## src/rtl/bir_pkg.sv

```systemverilog
// Shared types and constants of the bilinear image scaler.
// Used by the divider pipeline and the top level; depends on nothing.
package bir_pkg;

  localparam int COORD_W   = 10;  // row and column of an input beat
  localparam int DST_W     = 11;  // output size registers
  localparam int SRC_W     = 8;   // source size registers
  localparam int CH_W      = 3;   // channel count register
  localparam int FRAC_W    = 16;  // Q.16 position fraction
  localparam int PIX_W     = 32;  // packed pixel
  localparam int PIX_LANES = 4;   // 8-bit channels in a packed pixel
  localparam int CFG_IDX_W = 3;
  localparam int CFG_DAT_W = 11;

  typedef enum logic [CFG_IDX_W-1:0] {
    CFG_SRC_HEIGHT    = 3'd0,
    CFG_SRC_WIDTH     = 3'd1,
    CFG_DST_HEIGHT    = 3'd2,
    CFG_DST_WIDTH     = 3'd3,
    CFG_CHANNEL_COUNT = 3'd4
  } cfg_reg_e;

  typedef enum logic {
    REQ_LOAD    = 1'b0,
    REQ_COMPUTE = 1'b1
  } req_e;

endpackage

```

## src/rtl/bir_div.sv

```systemverilog
// Pipelined restoring divider: quotient of (prod << 16) / dvs, one bit per stage.
// Depends on bir_pkg for the coordinate, size and fraction widths.
module bir_div #(
  parameter int SW = 8
) (
  input  logic                             clk_i,
  input  logic                             en_i,
  input  logic [bir_pkg::COORD_W+SW-1:0]   prod_i,
  input  logic [bir_pkg::DST_W-1:0]        dvs_i,
  output logic [SW+bir_pkg::FRAC_W-1:0]    quo_o
);
  import bir_pkg::*;

  localparam int QW = SW + FRAC_W;

  logic [DST_W-1:0] rem_s [QW+1];
  logic [QW-1:0]    quo_s [QW+1];
  logic [SW-1:0]    low_s [QW+1];
  logic [DST_W-1:0] dvs_s [QW+1];

  // The upper product bits form the first partial remainder; it is below the
  // divisor whenever the coordinate is inside the output size.
  assign rem_s[0] = DST_W'(prod_i[COORD_W+SW-1:SW]);
  assign quo_s[0] = '0;
  assign low_s[0] = prod_i[SW-1:0];
  assign dvs_s[0] = dvs_i;

  for (genvar k = 0; k < QW; k++) begin : g_step
    localparam int BI = QW - 1 - k;
    logic             nb;
    logic [DST_W:0]   rem2;
    logic             ge;
    logic [DST_W-1:0] rem_q;
    logic [QW-1:0]    quo_q;
    logic [SW-1:0]    low_q;
    logic [DST_W-1:0] dvs_q;

    if (BI >= FRAC_W) begin : g_bit
      assign nb = low_s[k][BI-FRAC_W];
    end else begin : g_zero
      assign nb = 1'b0;
    end

    assign rem2 = {rem_s[k], nb};
    assign ge   = rem2 >= {1'b0, dvs_s[k]};

    always_ff @(posedge clk_i) begin
      if (en_i) begin
        rem_q <= ge ? DST_W'(rem2 - {1'b0, dvs_s[k]}) : DST_W'(rem2);
        quo_q <= {quo_s[k][QW-2:0], ge};
        low_q <= low_s[k];
        dvs_q <= dvs_s[k];
      end
    end

    assign rem_s[k+1] = rem_q;
    assign quo_s[k+1] = quo_q;
    assign low_s[k+1] = low_q;
    assign dvs_s[k+1] = dvs_q;
  end

  assign quo_o = quo_s[QW];

endmodule

```

## config.mk

```make
export PLATFORM = sky130hd
export DESIGN_NAME = bir_div
export DESIGN_NICKNAME = d
export VERILOG_FILES = /design/src/rtl/bir_pkg.sv /design/src/rtl/bir_div.sv
export SDC_FILE = /design/constraint.sdc
export NUM_CORES = 1
export LEC_CHECK = 0
export BUFFER_PORTS_ARGS = -buffer_cell sky130_fd_sc_hd__buf_4
export CAP_MARGIN = 10
export CORE_ASPECT_RATIO = 1.75
export CORE_MARGIN = 2
export CORE_UTILIZATION = 44
export DETAILED_ROUTE_END_ITERATION = 6
export SETUP_SLACK_MARGIN = 0.4
export SLEW_MARGIN = 5
export SYNTH_ARGS = -nofsm -noshare
export SYNTH_HDL_FRONTEND = slang
export SYNTH_SLANG_ARGS = --single-unit
```

## constraint.sdc

```tcl
create_clock -name clk_i -period 3.7 [get_ports clk_i]
set_input_delay 0 -clock clk_i [delete_from_list [all_inputs] [get_ports clk_i]]
set_output_delay 0 -clock clk_i [all_outputs]
set_load 0.01 [all_outputs]
```

==> flow_summary.yaml <==
run_status:
  status: "complete, no violations"
worst_setup_path:
  worst_path_largest_cell_delay_ps: 520
  worst_setup_path_start_kind: "flop"
  cp_max_fo: 7
  worst-path-buf-inv: 1
  r2r_setup_slack_ps: 650
  worstSetupEndpointType: "flop"
  cp.arrival_ps: 3440
  cp_top_family: "compound AO/OA/AOI/OAI gates"
  path_cells: "ha_1 > fa_1 > nor2b_1 > o21ai_0 > nand2b_1 > a41o_1 > a21oi_1 > o31ai_2 > buf_4 > mux2_2"
  slowest_stage: "o31ai_2"
  required_ps: 4090
  critPathKind: "reg2reg"
placed_design:
  port_buffers: 54
  dp_hpwl_um: 54000
  gp_congestion: 0.855
timing:
  finalHoldViolations: 0
  setup_tns_ps: 0
  slew_viol_final: 0
  tightest_slew_ps: 1070
  max_freq_mhz: 328
  clock_skew_ps: 23.2
  rsz0062_at_grt: "no"
  post-route-period-util_pct: 82.5
  relSlewSlack_pct: 28.3
  period_minus_slack_ps: 3050
  setup_viol: 0
clock_network:
  hold_buffers: 32
  cts_sinks: 834
  cts.path.max_buffers: 3
  cts_tree: "done"
  path_clk_slew_ps: 60
  cts_setup_buffers: 0
  post_cts_resize_count: 0
  clock_latency_ps: 650
  cts_root_buf: "clkbuf_16"
  htreeDepth: 3
  cts_buffers: 81
floorplan:
  row_count: 145
  dieHeight_um: 401
  die_x_um: 231
  die_area_um2: 92500
  initial_core_util_pct: 44.3
  coreArea_um2: 89300
  io_pins: 55
route:
  drt_pass1_iterations: 5
  totalWireLength_um: 75800
  avgRoutedWirePerCell_um: 17.4
  ant_nets: 0
  viasPerCell: 5.30
  routed-via-count: 23100
  drt_iter0_drc: 1364
  drc: 0
power:
  cellPowerDensity_nw_per_um2: 797
  irDropWorstVdd_mv: 0.409
  finalPower_mw: 35.7
  leakage_nw: 17.6
layout:
  syn2layout_area_growth_pct: 13.1
  layout_common_cells: "edfxtp_1, inv_1, a21oi_1, ha_1, nor2_1"
  antenna_cells_inserted: 0
  layout-drive-gt1-share_pct: 11.3
  fin_util_pct: 50.1
  final_common_cell: "edfxtp_1"
  finalNetCount: 3435
logic_synthesis:
  synth_edf_count: 834
  postSynth.asyncResetShare_pct: 0
  synth_cells: 2935
  ys_warn_count: 0
  synth_cell_types: 66
  seq_area_frac_synth_pct: 63.3
  syn_nets: 3252
  yosysTopAreaCellShare_pct: 63.3
  synthFlopType: "edfxtp_1"
  ys_top_cells_by_area: "edfxtp_1, ha_1, a21oi_1, inv_1, mux2_2"
  syn_avg_cell_area_um2: 13.5
  syn_area_um2: 39600
  yosysTopAreaCell: "edfxtp_1"
  ys_ff_latch: 834
global_routing:
  overflow: 0
  antenna_found_initial: 0
  grt_pass1_wl_um: 122000
  grt_max_degree: 87
  grt_pass1_vias: 24600
  grt_usage_pct: 16.6
hold_path:
  holdCritPathClass: "in2reg"
job:
  maxCapViolations: 0
metal layers:
| layer | global-route usage (%) | vias up | routed length [um] |
|---|---|---|---|
| met5 | 0 | - | 0 |
| met4 | 9.78 | 0 | 4080 |
| met3 | 2.13 | 207 | 2080 |
| met2 | 33.0 | 407 | 42900 |
| met1 | 15.8 | 11300 | 26700 |
| li1 | - | 11200 | - |
sequential cells by signal, indices dropped and copies added, names as in the netlist:
name          flops
quo_o            24
g_step.rem_q    253
g_step.dvs_q    253
g_step.low_q     28
g_step.quo_q    276
worst paths after layout:
kind | start | to | depth (start not counted)
setup / recovery | g_step[2].dvs_q[0] | g_step[3].rem_q[5] | 10
hold / removal | prod_i[5] | g_step[0].low_q[5] | 2
setup reg to reg | g_step[2].dvs_q[0] | g_step[3].rem_q[5] | 10
hold reg to reg | g_step[18].quo_q[4] | g_step[19].quo_q[5] | 0
logic make-up after synthesis:
family                   Yosys count  synth area share [%]
flip-flops                       834                  63.3
AND/OR/NAND/NOR                  468                  5.54
adder cells (fa/ha/maj)          286                  9.48
XOR/XNOR                         172                  3.81
buffers and inverters            370                  3.58
multiplexers                     147                  4.16
AO/OA/AOI/OAI                    658                  10.1
cells in the mapped netlist (all sizes together) (7+ instances only):
cell type,instances
edfxtp,834
a31o,11
nand3,17
nor3,32
o41ai,7
xor2,42
a211oi,9
a21o,68
and2,9
o21bai,19
fa,23
o21a,26
o21ai,143
clkbuf,7
or3,19
a21boi,15
ha,263
mux2,120
xnor2,130
o211ai,12
nor2,183
nor2b,25
nand4,24
a31oi,28
inv,347
buf,16
a21oi,263
nand2b,18
a211o,8
mux2i,27
nand2,108
area by class of cell:
cell class / instances / area (um2)
multi-input cells: 1731 / 13100
flip-flops and latches: 834 / 25000
clock buffers: 90 / 2120
clock inverters: 57 / 532
fillers: 7527 / 44500
repair buffers: 123 / 1150
well taps: 1176 / 1470
inverters: 347 / 1300
where the power goes:
| part | internal [mW] | switching [mW] | total (mW) |
|---|---|---|---|
| Clock | 4.67 | 3.62 | 8.29 |
| Combinational | 6.01 | 7.02 | 13.0 |
| Sequential | 13.3 | 1.10 | 14.4 |
| Total | 23.9 | 11.7 | 35.7 |
worst reg2reg max path, cell delays in order (launching register included):
cell      delay [ps]
edfxtp_1         420
ha_1             240
fa_1             420
nor2b_1          130
o21ai_0          100
nand2b_1         170
a41o_1           120
a21oi_1           70
o31ai_2          520
buf_4            270
mux2_2           340
metrics by stage:
step                      cell area (um2)  hold slack, ps  std cells  setup WS (ps)
final                               44700            79.5       4358            649
after global routing                44700            54.3       4358            480
after CTS                           44700            19.6       4358            601
after detailed placement            41800             180       4179            628
after global placement              41800             179       4179            713
after floorplan                     39600            98.9       2935           1080
Note: power is estimated with default switching activity, not from simulation.
